`src/hdl/tds_pkg.sv`:
```
// shared types and constants for the timer deadline scheduler
// no dependencies
package tds_pkg;
  localparam int TIMER_COUNT = 16;
  localparam int TIME_BITS = 32;
  localparam int IDX_BITS = $clog2(TIMER_COUNT);
  localparam int SEQ_BITS = 64;

  localparam logic [2:0] KIND_START = 3'd0;
  localparam logic [2:0] KIND_STOP = 3'd1;
  localparam logic [2:0] KIND_AGAIN = 3'd2;
  localparam logic [2:0] KIND_SET_REPEAT = 3'd3;
  localparam logic [2:0] KIND_TICK = 3'd4;

  localparam logic [1:0] STATUS_OK = 2'd0;
  localparam logic [1:0] STATUS_NOT_STARTED = 2'd1;
  localparam logic [1:0] STATUS_BACKWARDS = 2'd2;

  typedef struct packed {
    logic [2:0] kind;
    logic [3:0] timer_index;
    logic [31:0] timeout;
    logic [31:0] repeat_period;
    logic [31:0] now;
  } in_item_t;

  typedef struct packed {
    logic [1:0] status;
    logic expired_valid;
    logic [3:0] expired_index;
    logic [31:0] repeat_value;
    logic last;
  } out_item_t;

  // classified command handed from front to back
  typedef struct packed {
    logic is_tick;
    logic is_noop;
    logic [2:0] kind;
    logic [IDX_BITS-1:0] idx;
    logic [TIME_BITS-1:0] tmo;
    logic [TIME_BITS-1:0] rep;
    logic [TIME_BITS-1:0] now;
  } cmd_t;
endpackage

```
`src/hdl/tds_front.sv`:
```
// front end: accepts items, classifies them and queues commands
// depends on tds_pkg
module tds_front (
  input  logic clk,
  input  logic rst,
  input  logic push,
  output logic full,
  input  tds_pkg::in_item_t item_in,
  output logic cmd_valid,
  output tds_pkg::cmd_t cmd,
  input  logic cmd_take
);
  import tds_pkg::*;

  cmd_t q [2];
  logic wr_ptr, rd_ptr;
  logic [1:0] count;
  cmd_t c;
  logic do_push, do_pop;

  always_comb begin
    c.kind = item_in.kind;
    c.is_tick = (item_in.kind == KIND_TICK);
    c.is_noop = (item_in.kind > KIND_TICK) ||
                ({28'd0, item_in.timer_index} >= TIMER_COUNT);
    c.idx = item_in.timer_index[IDX_BITS-1:0];
    c.tmo = item_in.timeout[TIME_BITS-1:0];
    c.rep = item_in.repeat_period[TIME_BITS-1:0];
    c.now = item_in.now[TIME_BITS-1:0];
  end

  assign full = (count == 2'd2);
  assign do_push = push && !full;
  assign cmd_valid = (count != 2'd0);
  assign do_pop = cmd_take && cmd_valid;
  assign cmd = q[rd_ptr];

  always_ff @(posedge clk) begin
    if (do_push) q[wr_ptr] <= c;
    if (rst) begin
      wr_ptr <= 1'b0;
      rd_ptr <= 1'b0;
      count <= 2'd0;
    end else begin
      if (do_push) wr_ptr <= ~wr_ptr;
      if (do_pop) rd_ptr <= ~rd_ptr;
      count <= count + {1'b0, do_push} - {1'b0, do_pop};
    end
  end

`ifndef NO_ASSERTIONS
  a_no_overflow: assert property (@(posedge clk) disable iff (rst)
    count == 2'd2 |=> count != 2'd0 || $past(do_pop))
    else $error("queue count jumped");
  a_count_range: assert property (@(posedge clk) disable iff (rst)
    count != 2'd3) else $error("queue count out of range");
  a_valid_track: assert property (@(posedge clk) disable iff (rst)
    do_push && !do_pop |=> cmd_valid) else $error("pushed command lost");
`endif
endmodule

```
`src/hdl/tds_back.sv`:
```
// back end: timer table, sequencer for commands and tick scans, result queue
// depends on tds_pkg
module tds_back (
  input  logic clk,
  input  logic rst,
  input  logic cmd_valid,
  input  tds_pkg::cmd_t cmd,
  output logic cmd_take,
  output logic empty,
  input  logic pop,
  output tds_pkg::out_item_t item_out
);
  import tds_pkg::*;

  localparam logic [1:0] ST_IDLE = 2'd0;
  localparam logic [1:0] ST_SCAN = 2'd1;
  localparam logic [1:0] ST_FIRE = 2'd2;

  logic [TIMER_COUNT-1:0] active, started, fired;
  logic [TIME_BITS-1:0] deadline [TIMER_COUNT];
  logic [TIME_BITS-1:0] rep_tab [TIMER_COUNT];
  logic [SEQ_BITS-1:0] seq_tab [TIMER_COUNT];
  logic [TIME_BITS-1:0] cur_time;
  logic [SEQ_BITS-1:0] next_seq;

  logic [1:0] state;
  logic [IDX_BITS-1:0] scan_i;
  logic best_ok;
  logic [IDX_BITS-1:0] best;
  logic any_fired;

  // output skid register
  logic ov;
  out_item_t oreg;
  logic emit;
  out_item_t emit_item;
  logic space;

  assign empty = !ov;
  assign item_out = oreg;
  assign space = !ov || pop;

  // saturating deadline
  function automatic logic [TIME_BITS-1:0] sat_add(
    input logic [TIME_BITS-1:0] a, input logic [TIME_BITS-1:0] b);
    logic [TIME_BITS:0] s;
    s = {1'b0, a} + {1'b0, b};
    return s[TIME_BITS] ? {TIME_BITS{1'b1}} : s[TIME_BITS-1:0];
  endfunction

  logic cand_better;
  always_comb begin
    cand_better = active[scan_i] && !fired[scan_i] &&
      (!best_ok || deadline[scan_i] < deadline[best] ||
       (deadline[scan_i] == deadline[best] && seq_tab[scan_i] < seq_tab[best]));
  end

  logic [TIME_BITS-1:0] cmd_rep_after;
  always_comb begin
    cmd_take = 1'b0;
    emit = 1'b0;
    emit_item = '0;
    cmd_rep_after = (cmd.kind == KIND_START || cmd.kind == KIND_SET_REPEAT) ?
                    cmd.rep : rep_tab[cmd.idx];
    case (state)
      ST_IDLE: begin
        if (cmd_valid && space) begin
          emit_item.last = 1'b1;
          if (cmd.is_tick) begin
            if (cmd.now < cur_time) begin
              emit = 1'b1;
              cmd_take = 1'b1;
              emit_item.status = STATUS_BACKWARDS;
            end
          end else begin
            emit = 1'b1;
            cmd_take = 1'b1;
            if (!cmd.is_noop) begin
              if (cmd.kind == KIND_AGAIN && !started[cmd.idx])
                emit_item.status = STATUS_NOT_STARTED;
              emit_item.repeat_value = 32'(cmd_rep_after);
            end
          end
        end
      end
      ST_FIRE: begin
        if (space) begin
          if (best_ok && deadline[best] <= cur_time) begin
            emit = 1'b1;
            emit_item.expired_valid = 1'b1;
            emit_item.expired_index = 4'(best);
            emit_item.repeat_value = 32'(rep_tab[best]);
          end else begin
            cmd_take = 1'b1;
            if (!any_fired) begin
              emit = 1'b1;
              emit_item.last = 1'b1;
            end
          end
        end
      end
      default: ;
    endcase
  end

  // the last flag of a firing is known only after the next re-scan, so a fired
  // result is held in pend and the load logic below sets last on the final one
  logic pend_v;
  out_item_t pend;
  logic load;
  out_item_t load_item;

  // what the output register takes this cycle
  always_comb begin
    load = 1'b0;
    load_item = emit_item;
    if (emit && emit_item.expired_valid) begin
      load = pend_v;
      load_item = pend;
    end else if (pend_v && state == ST_FIRE && (emit || cmd_take)) begin
      load = 1'b1;
      load_item = pend;
      load_item.last = 1'b1;
    end else if (emit) begin
      load = 1'b1;
    end
  end

  always_ff @(posedge clk) begin
    if (rst) begin
      state <= ST_IDLE;
      active <= '0;
      started <= '0;
      fired <= '0;
      cur_time <= '0;
      next_seq <= '0;
      ov <= 1'b0;
      pend_v <= 1'b0;
      scan_i <= '0;
      best_ok <= 1'b0;
      any_fired <= 1'b0;
      for (int i = 0; i < TIMER_COUNT; i++) rep_tab[i] <= '0;
    end else begin
      // output: a held fired result is released once the next is known
      if (load) begin
        oreg <= load_item;
        ov <= 1'b1;
      end else if (pop && ov) begin
        ov <= 1'b0;
      end
      if (emit && emit_item.expired_valid) begin
        pend <= emit_item;
        pend_v <= 1'b1;
      end else if (pend_v && state == ST_FIRE && (emit || cmd_take)) begin
        pend_v <= 1'b0;
      end

      case (state)
        ST_IDLE: begin
          if (cmd_valid && space) begin
            if (cmd.is_tick) begin
              if (!(cmd.now < cur_time)) begin
                cur_time <= cmd.now;
                fired <= '0;
                any_fired <= 1'b0;
                scan_i <= '0;
                best_ok <= 1'b0;
                state <= ST_SCAN;
              end
            end else if (!cmd.is_noop) begin
              case (cmd.kind)
                KIND_START: begin
                  rep_tab[cmd.idx] <= cmd.rep;
                  deadline[cmd.idx] <= sat_add(cur_time, cmd.tmo);
                  seq_tab[cmd.idx] <= next_seq;
                  next_seq <= next_seq + SEQ_BITS'(1);
                  active[cmd.idx] <= 1'b1;
                  started[cmd.idx] <= 1'b1;
                end
                KIND_STOP: active[cmd.idx] <= 1'b0;
                KIND_AGAIN: begin
                  if (started[cmd.idx] && rep_tab[cmd.idx] != '0) begin
                    deadline[cmd.idx] <= sat_add(cur_time, rep_tab[cmd.idx]);
                    seq_tab[cmd.idx] <= next_seq;
                    next_seq <= next_seq + SEQ_BITS'(1);
                    active[cmd.idx] <= 1'b1;
                  end
                end
                KIND_SET_REPEAT: rep_tab[cmd.idx] <= cmd.rep;
                default: ;
              endcase
            end
          end
        end
        ST_SCAN: begin
          if (cand_better) begin
            best <= scan_i;
            best_ok <= 1'b1;
          end
          scan_i <= scan_i + IDX_BITS'(1);
          if (scan_i == IDX_BITS'(TIMER_COUNT - 1)) state <= ST_FIRE;
        end
        ST_FIRE: begin
          if (space) begin
            if (best_ok && deadline[best] <= cur_time) begin
              fired[best] <= 1'b1;
              any_fired <= 1'b1;
              // a repeating timer stays armed at its new deadline
              active[best] <= (rep_tab[best] != '0);
              if (rep_tab[best] != '0) begin
                deadline[best] <= sat_add(cur_time, rep_tab[best]);
                seq_tab[best] <= next_seq;
                next_seq <= next_seq + SEQ_BITS'(1);
              end
              scan_i <= '0;
              best_ok <= 1'b0;
              state <= ST_SCAN;
            end else begin
              state <= ST_IDLE;
            end
          end
        end
        default: state <= ST_IDLE;
      endcase
    end
  end

`ifndef NO_ASSERTIONS
  a_fired_inactive: assert property (@(posedge clk) disable iff (rst)
    state == ST_FIRE && $past(state) == ST_SCAN && best_ok |-> !fired[best])
    else $error("timer picked twice in one tick");
  a_take_idle: assert property (@(posedge clk) disable iff (rst)
    cmd_take |=> state == ST_IDLE) else $error("take left sequencer busy");
  a_pend_fire: assert property (@(posedge clk) disable iff (rst)
    state == ST_IDLE |-> !pend_v) else $error("held result left behind");
`endif
endmodule

```
`src/hdl/timer_deadline_scheduler.sv`:
```
// top level of the timer deadline scheduler
// depends on tds_pkg, tds_front, tds_back
//
// sixteen software timers kept in a flip-flop table. a command (start, stop,
// again, set repeat) is handled by the sequencer in its idle state, and its
// result item is loaded into the output register. a tick that goes backwards
// only returns a status; any other tick scans the table once per fired timer
// plus one final scan, each scan being 16 compare steps and one fire step.
// the sequential scan of the timer table sets how long a tick takes. a fired
// item is held back one scan until the next is known, so the last flag can be
// set. a two-entry command queue decouples the input from the sequencer, and
// an output register holds results; while it holds an item that is not
// popped, the sequencer waits.
module timer_deadline_scheduler (
  input  logic clk,
  input  logic rst,
  input  logic push,
  output logic full,
  input  tds_pkg::in_item_t in_item,
  output logic empty,
  input  logic pop,
  output tds_pkg::out_item_t out_item
);
  import tds_pkg::*;

  logic cmd_valid, cmd_take;
  cmd_t cmd;

  // front: accept and classify
  tds_front u_front (
    .clk(clk), .rst(rst), .push(push), .full(full), .item_in(in_item),
    .cmd_valid(cmd_valid), .cmd(cmd), .cmd_take(cmd_take)
  );

  // back: timer table and tick scan
  tds_back u_back (
    .clk(clk), .rst(rst), .cmd_valid(cmd_valid), .cmd(cmd),
    .cmd_take(cmd_take), .empty(empty), .pop(pop), .item_out(out_item)
  );

`ifndef NO_ASSERTIONS
  a_out_stable: assert property (@(posedge clk) disable iff (rst)
    !empty && !pop |=> !empty && $stable(out_item))
    else $error("waiting result changed");
  a_status_range: assert property (@(posedge clk) disable iff (rst)
    !empty |-> out_item.status != 2'd3) else $error("bad status");
  a_fire_status: assert property (@(posedge clk) disable iff (rst)
    !empty && out_item.expired_valid |-> out_item.status == STATUS_OK)
    else $error("fired result with error");
`endif
endmodule

```
`config.mk`:
```
export PLATFORM = sky130hd
export DESIGN_NAME = timer_deadline_scheduler
export DESIGN_NICKNAME = d
export VERILOG_FILES = /design/src/hdl/tds_pkg.sv /design/src/hdl/tds_front.sv /design/src/hdl/tds_back.sv /design/src/hdl/timer_deadline_scheduler.sv
export SDC_FILE = /design/constraint.sdc
export NUM_CORES = 2
export LEC_CHECK = 0
export ABC_CLOCK_PERIOD_IN_PS = 16100
export BUFFER_PORTS_ARGS = -buffer_cell sky130_fd_sc_hd__buf_4
export CORE_ASPECT_RATIO = 0.9
export CORE_UTILIZATION = 50
export DETAILED_ROUTE_END_ITERATION = 6
export PLACE_DENSITY = 0.66
export SYNTH_ARGS = -nofsm -noshare
export SYNTH_HDL_FRONTEND = slang
export SYNTH_HIERARCHICAL = 1
export SYNTH_SLANG_ARGS = --single-unit
```
`constraint.sdc`:
```
create_clock -name clk -period 16.1 [get_ports clk]
set_clock_uncertainty 0.05 [all_clocks]
set_input_delay 2.415 -clock clk [delete_from_list [all_inputs] [get_ports clk]]
set_output_delay 2.415 -clock clk [all_outputs]
set_load 0.01 [all_outputs]
```
Word level (Yosys, flattened, before mapping)
Memories as Yosys holds them, arrays and structs flattened. A register that Yosys moved wholly into a read port is not among the register bits.
Cells that the tools add are included.
{"block": "totals", "input_bits": 107, "ramBits": 2258, "elab_cells": 277, "output_inout_bits": 42, "register_bits": 242, "memories": 4}
{"block": "classes", "muxes": 147, "n_reduce_logical": 48, "add_sub_neg": 7, "n_lt_le_gt_ge": 10, "n_eq_ne": 22, "bitwise_logic": 14}
{"name": "u_back.seq_tab", "depth": 16, "width": 64, "rd": 2, "rd_ports_with_merged_regs": 2, "wr": 1, "line": "tds_back.sv:22", "text": "logic [SEQ_BITS-1:0] seq_tab [TIMER_COUNT];"}
{"name": "u_back.deadline", "depth": 16, "width": 32, "rd": 2, "rd_ports_with_merged_regs": 2, "wr": 1, "line": "tds_back.sv:20", "text": "logic [TIME_BITS-1:0] deadline [TIMER_COUNT];"}
{"name": "u_back.rep_tab", "depth": 16, "width": 32, "rd": 2, "rd_ports_with_merged_regs": 1, "wr": 16, "line": "tds_back.sv:21", "text": "logic [TIME_BITS-1:0] rep_tab [TIMER_COUNT];"}
{"name": "u_front.q", "depth": 2, "width": 105, "rd": 1, "rd_ports_with_merged_regs": 1, "wr": 1, "line": "tds_front.sv:15", "text": "cmd_t q [2];"}
{"cell": "64-bit two-way mux", "count": 9}
{"cell": "32-bit two-way mux", "count": 10}
{"cell": "64-bit one-hot mux with 2 select lines", "count": 2}
{"cell": "16-bit two-way mux", "count": 11}
{"cell": "32-bit by 32-bit adder with 33-bit output", "count": 3}
{"cell": "40-bit two-way mux", "count": 2}
{"cell": "1-bit two-way mux", "count": 69}
{"cell": "33-bit one-hot mux with 2 select lines", "count": 1}
{"cell": "64-bit by 1-bit adder with 64-bit output, second input constant", "count": 1}
{"cell": "32-bit less-than comparator", "count": 2}
{"cell": "64-bit less-than comparator", "count": 1}
{"cell": "16-bit one-hot mux with 2 select lines", "count": 2}
{"cell": "32-bit nonzero test", "count": 2}
{"cell": "32-bit OR reduction", "count": 2}
{"cell": "64-bit OR reduction", "count": 1}
{"cell": "4-bit two-way mux", "count": 15}
{"cell": "16-bit OR", "count": 3}
{"cell": "16-bit one-hot mux with 3 select lines", "count": 1}
{"cell": "38-bit two-way mux", "count": 1}
{"cell": "37-bit two-way mux", "count": 1}
{"cell": "33-bit two-way mux", "count": 1}
{"cell": "32-bit equality test", "count": 1}
{"cell": "32-bit <= comparator", "count": 1}
{"cell": "2-bit two-way mux", "count": 9}
{"cell": "44 further kinds", "count": 97}

Longest topological paths before layout
{"block": "logic_depth", "word_depth": 13, "depth_mapped": 28, "depth_no_buf": 21}

Hierarchy
Netlist, hierarchy kept.
{"module": "tds_back", "instances": 1, "seq_area_each_um2": 67264.5, "cells_each": 7003, "area_per_inst_um2": 115887.4}
{"module": "tds_front", "instances": 1, "seq_area_each_um2": 6406.1, "cells_each": 356, "area_per_inst_um2": 8077.7}

Least setup slack after synthesis
Ideal clock, no wire load.
{"block": "synth_path", "kind": "register -> register", "from": "register with a tool-made name", "to": "memory u_back.deadline[6][0] (enable)", "required_ps": 15353, "path_stages_with_launch": 20, "path_slack_ps": 3017, "arrival_ps": 12337, "period_less_slack_ps": 13083, "cell_sequence": "dfxtp_1 > buf_2 > buf_6 > buf_4 > buf_2 > clkbuf_1 > buf_1 > mux4_2 > mux4_2 > ha_1 > a21o_1 > a21o_1 > a221oi_1 > o211ai_1 > a211oi_1 > o21ai_1 > or4_1 > buf_2 > buf_2 > o32ai_1"}
{"element": "end: declaration", "line": "tds_back.sv:20"}

==> impl_results.md <==
* Simple-Gate Fraction of Synth Area at around 6.3%
* Layout cells sized above 1 at a little over a quarter
* Post-synthesis adder-cell area fraction at ~2.7%
* Gr ovfl total at 0
* Die ar. at approximately 250000 um2
* Outcome: complete, no violations
* Pre-antenna DRT Iters at 6
* Data required, critical path at between 15 and 20 ns
* WP data arrival at between 9 and 10 ns
* Worst min path class: reg2reg
* Crit-path max FO at roughly 110
* Pins over their slew limit at 0
* Clock tree buffer depth at 4
* Area contributors post-synth: edfxtp_1, mux4_2, and2_1, dfxtp_1, ha_1
* Avg WL per Cell at 33.5 um
* Skew-Pair Late Insertion Delay at approximately 0.87 ns
* Global-route wire length before repair at around 520 mm
* Sequential share of the synthesized area at between 50% and 60%
* Relative slew slack at 8.54%
* Most numerous cell in the Yosys netlist: edfxtp_1
* Leak at about 0.043 uW
* DR vias at ~74000
* Hold-fix buffers, CTS at 0
* Max Cap Violations at 0
* Iteration-0 DRC Markers at 9326
* Worst setup EP type: flip-flop
* WS Path Type: reg2reg
* Final Routed Wirelength at 364 mm
* Gr usage total at between 20% and 30%
* Synth warn at 6
* Layout fillers at approximately 19000
* Synth Flop Type: edfxtp_1
* Residual DRC count at 0
* Final Hold Fails at 0
* Register area at approximately 74000 um2
* Synth Area in XOR/XNOR at less than 1%
* Sink Count at around 2500
* Core ar. at 247000 um2
* Root Buffer: clkbuf_16
* Vias per inst at around 6.8
* Starting density of the core at 50.2%
* Cell count after synthesis at about 7400
* Pwr dens at between 100 and 150 nW/um2
* Placed wire-length estimate at 211 mm
* Routability cong. at between 0.9 and 1
* Compound-cell area share of the yosys netlist at about 5.1%
* Cts repair resizes at 0
* Period utilization at between 50% and 60%
* RSZ-0062 raised after global routing: no
* Most frequent cells after synthesis: edfxtp_1, mux4_2, and2_1
* Mux cell area share after synthesis at 23.7%
* Fin Setup TNS at 0 ns
* Largest net degree at the start of global routing at 136
* Die Y at ~470 um
* H-tree Lvls at 5
* Largest family of logic cells by synthesized area: multiplexers
* Post-synth EDFFs at around 2300
* Post-route ant nets at 0
* Die width at roughly 530 um
* Number of global-route vias before repair at roughly 74000
* Row count at around 170
* Hold slack final at between 0.4 and 0.5 ns
* Top-Level Pins at 149
* Post-synth ARST share at 0%
* # setup viols final at 0
* TritonCTS clock tree: done
* Startpoint Class: flip-flop
* TritonCTS buffer count at around 270
* Avg Cell Area, Syn at ~17 um2
* Slew at the pin closest to its max-slew limit at roughly 1.4 ns
* Syn nets at 7727
* Initial antenna violation count at 21
* Multi-input logic area at between 40000 and 50000 um2
* Setup bufs post-CTS at 0
* Number of synthesized register bits at 2509
* Syn Std Cell Area at 124000 um2
* Final worst path period need at ~8.8 ns
* Area grow syn2layout at 10.8%
* Fmax at about 0.11 GHz
* Area leader, netlist: edfxtp_1
* Port Buffers at roughly 150
* Cell variety after synth at 80
* Layout Nets at 7792
* Maximum VDD drop at approximately 0.084 mV
* CTS clock-pin slew for the worst setup and hold paths at ~0.06 ns
* Top-area cell type share of the netlist area at between 50% and 60%
[final timing paths]
| kind | slack [ns] | start | cells after the start | to |
|---|---|---|---|---|
| hold / removal | 0.42 | u_back/started[9]$_SDFFE_PP0P_ | 2 | u_back/started[9]$_SDFFE_PP0P_ |
| setup / recovery | 7.35 | flip-flop | 16 | u_back/deadline[5][11]$_DFFE_PP_ |
| setup reg to reg | 7.35 | flip-flop | 16 | u_back/deadline[5][11]$_DFFE_PP_ |
| hold reg to reg | 0.42 | u_back/started[9]$_SDFFE_PP0P_ | 2 | u_back/started[9]$_SDFFE_PP0P_ |
[metrics by stage]
step	util (%)	instances	area (um2)	power, uW	worst slack, ns
final	55.6	10900	137000	17900	7.35
after global routing	55.6	10900	137000	18500	6.85
after CTS	55.6	10800	137000	17900	7.31
after detailed placement	52.2	10400	129000	11900	7.35
after global placement	52.2	10400	129000	11900	7.37
after floorplan	-	7359	124000	10500	3.02
[per-layer routing]
metal	part of all wire (%)	global-route usage [%]
met1	39	40.5
met2	46	44.9
met3	11	6.95
met4	3.6	9.65
met5	0.036	0
[area by class of cell]
class | instances | area share [%]
tap | 3237 | 2.95
inverter | 202 | 0.554
clock buffer | 355 | 5.45
timing repair buffer | 299 | 1.82
sequential | 2509 | 53.7
antenna | 14 | 0.0255
multi-input combinational | 4140 | 34.8
clock inverter | 106 | 0.668
[registers in the layout (all words and copies together), names as in the netlist, 2 cells and up, named ones only]
name             flops
u_back/seq_tab    1024
u_back/pend         40
u_back/deadline    512
u_back/scan_i        4
u_back/rep_tab     512
u_back/item_out     40
u_back/started      16
u_back/state         2
u_back/next_seq     64
u_back/cur_time     32
u_front/count        2
u_back/fired        16
u_back/best          4
u_front/q          210
[worst max-delay path, cell delays in order, from the launching register on]
cell	delay, ns
dfxtp_4	0.68
buf_12	0.70
buf_4	0.73
mux4_2	0.60
mux4_2	0.52
ha_1	0.32
nor2b_1	0.15
o211ai_1	0.19
a2111o_1	0.18
o211ai_1	0.24
a211oi_1	0.32
o21ai_1	0.16
buf_4	0.21
or4_2	0.91
buf_4	0.41
o22ai_4	0.91
buf_4	0.87
[logic make-up after synthesis]
| group | Yosys count |
|---|---|
| buf+inv | 710 |
| fa+ha+maj | 261 |
| simple gates | 1427 |
| compound gates | 977 |
| flops | 2509 |
| mux | 1386 |
| xor+xnor | 89 |
[layout by cell type (no fill, tap or decap), drive strengths merged, types with 66 or more instances in the layout]
master,count
clkinv,83
dfxtp,167
nand4,66
mux2,129
buf,296
nand2,208
clkbuf,358
a21o,124
mux4,1208
a21oi,275
ha,258
inv,209
nor2,246
a22oi,145
and2,535
o21ai,172
edfxtp,2342
[power by group]
part | internal [uW] | leakage [uW] | total, uW | switching [uW]
registers | 7650 | 0.0213 | 7820 | 169
clock network | 3510 | 0.00411 | 6040 | 2530
logic | 1450 | 0.0177 | 4090 | 2640
No activity file was read; power rests on OpenSTA's default activity.
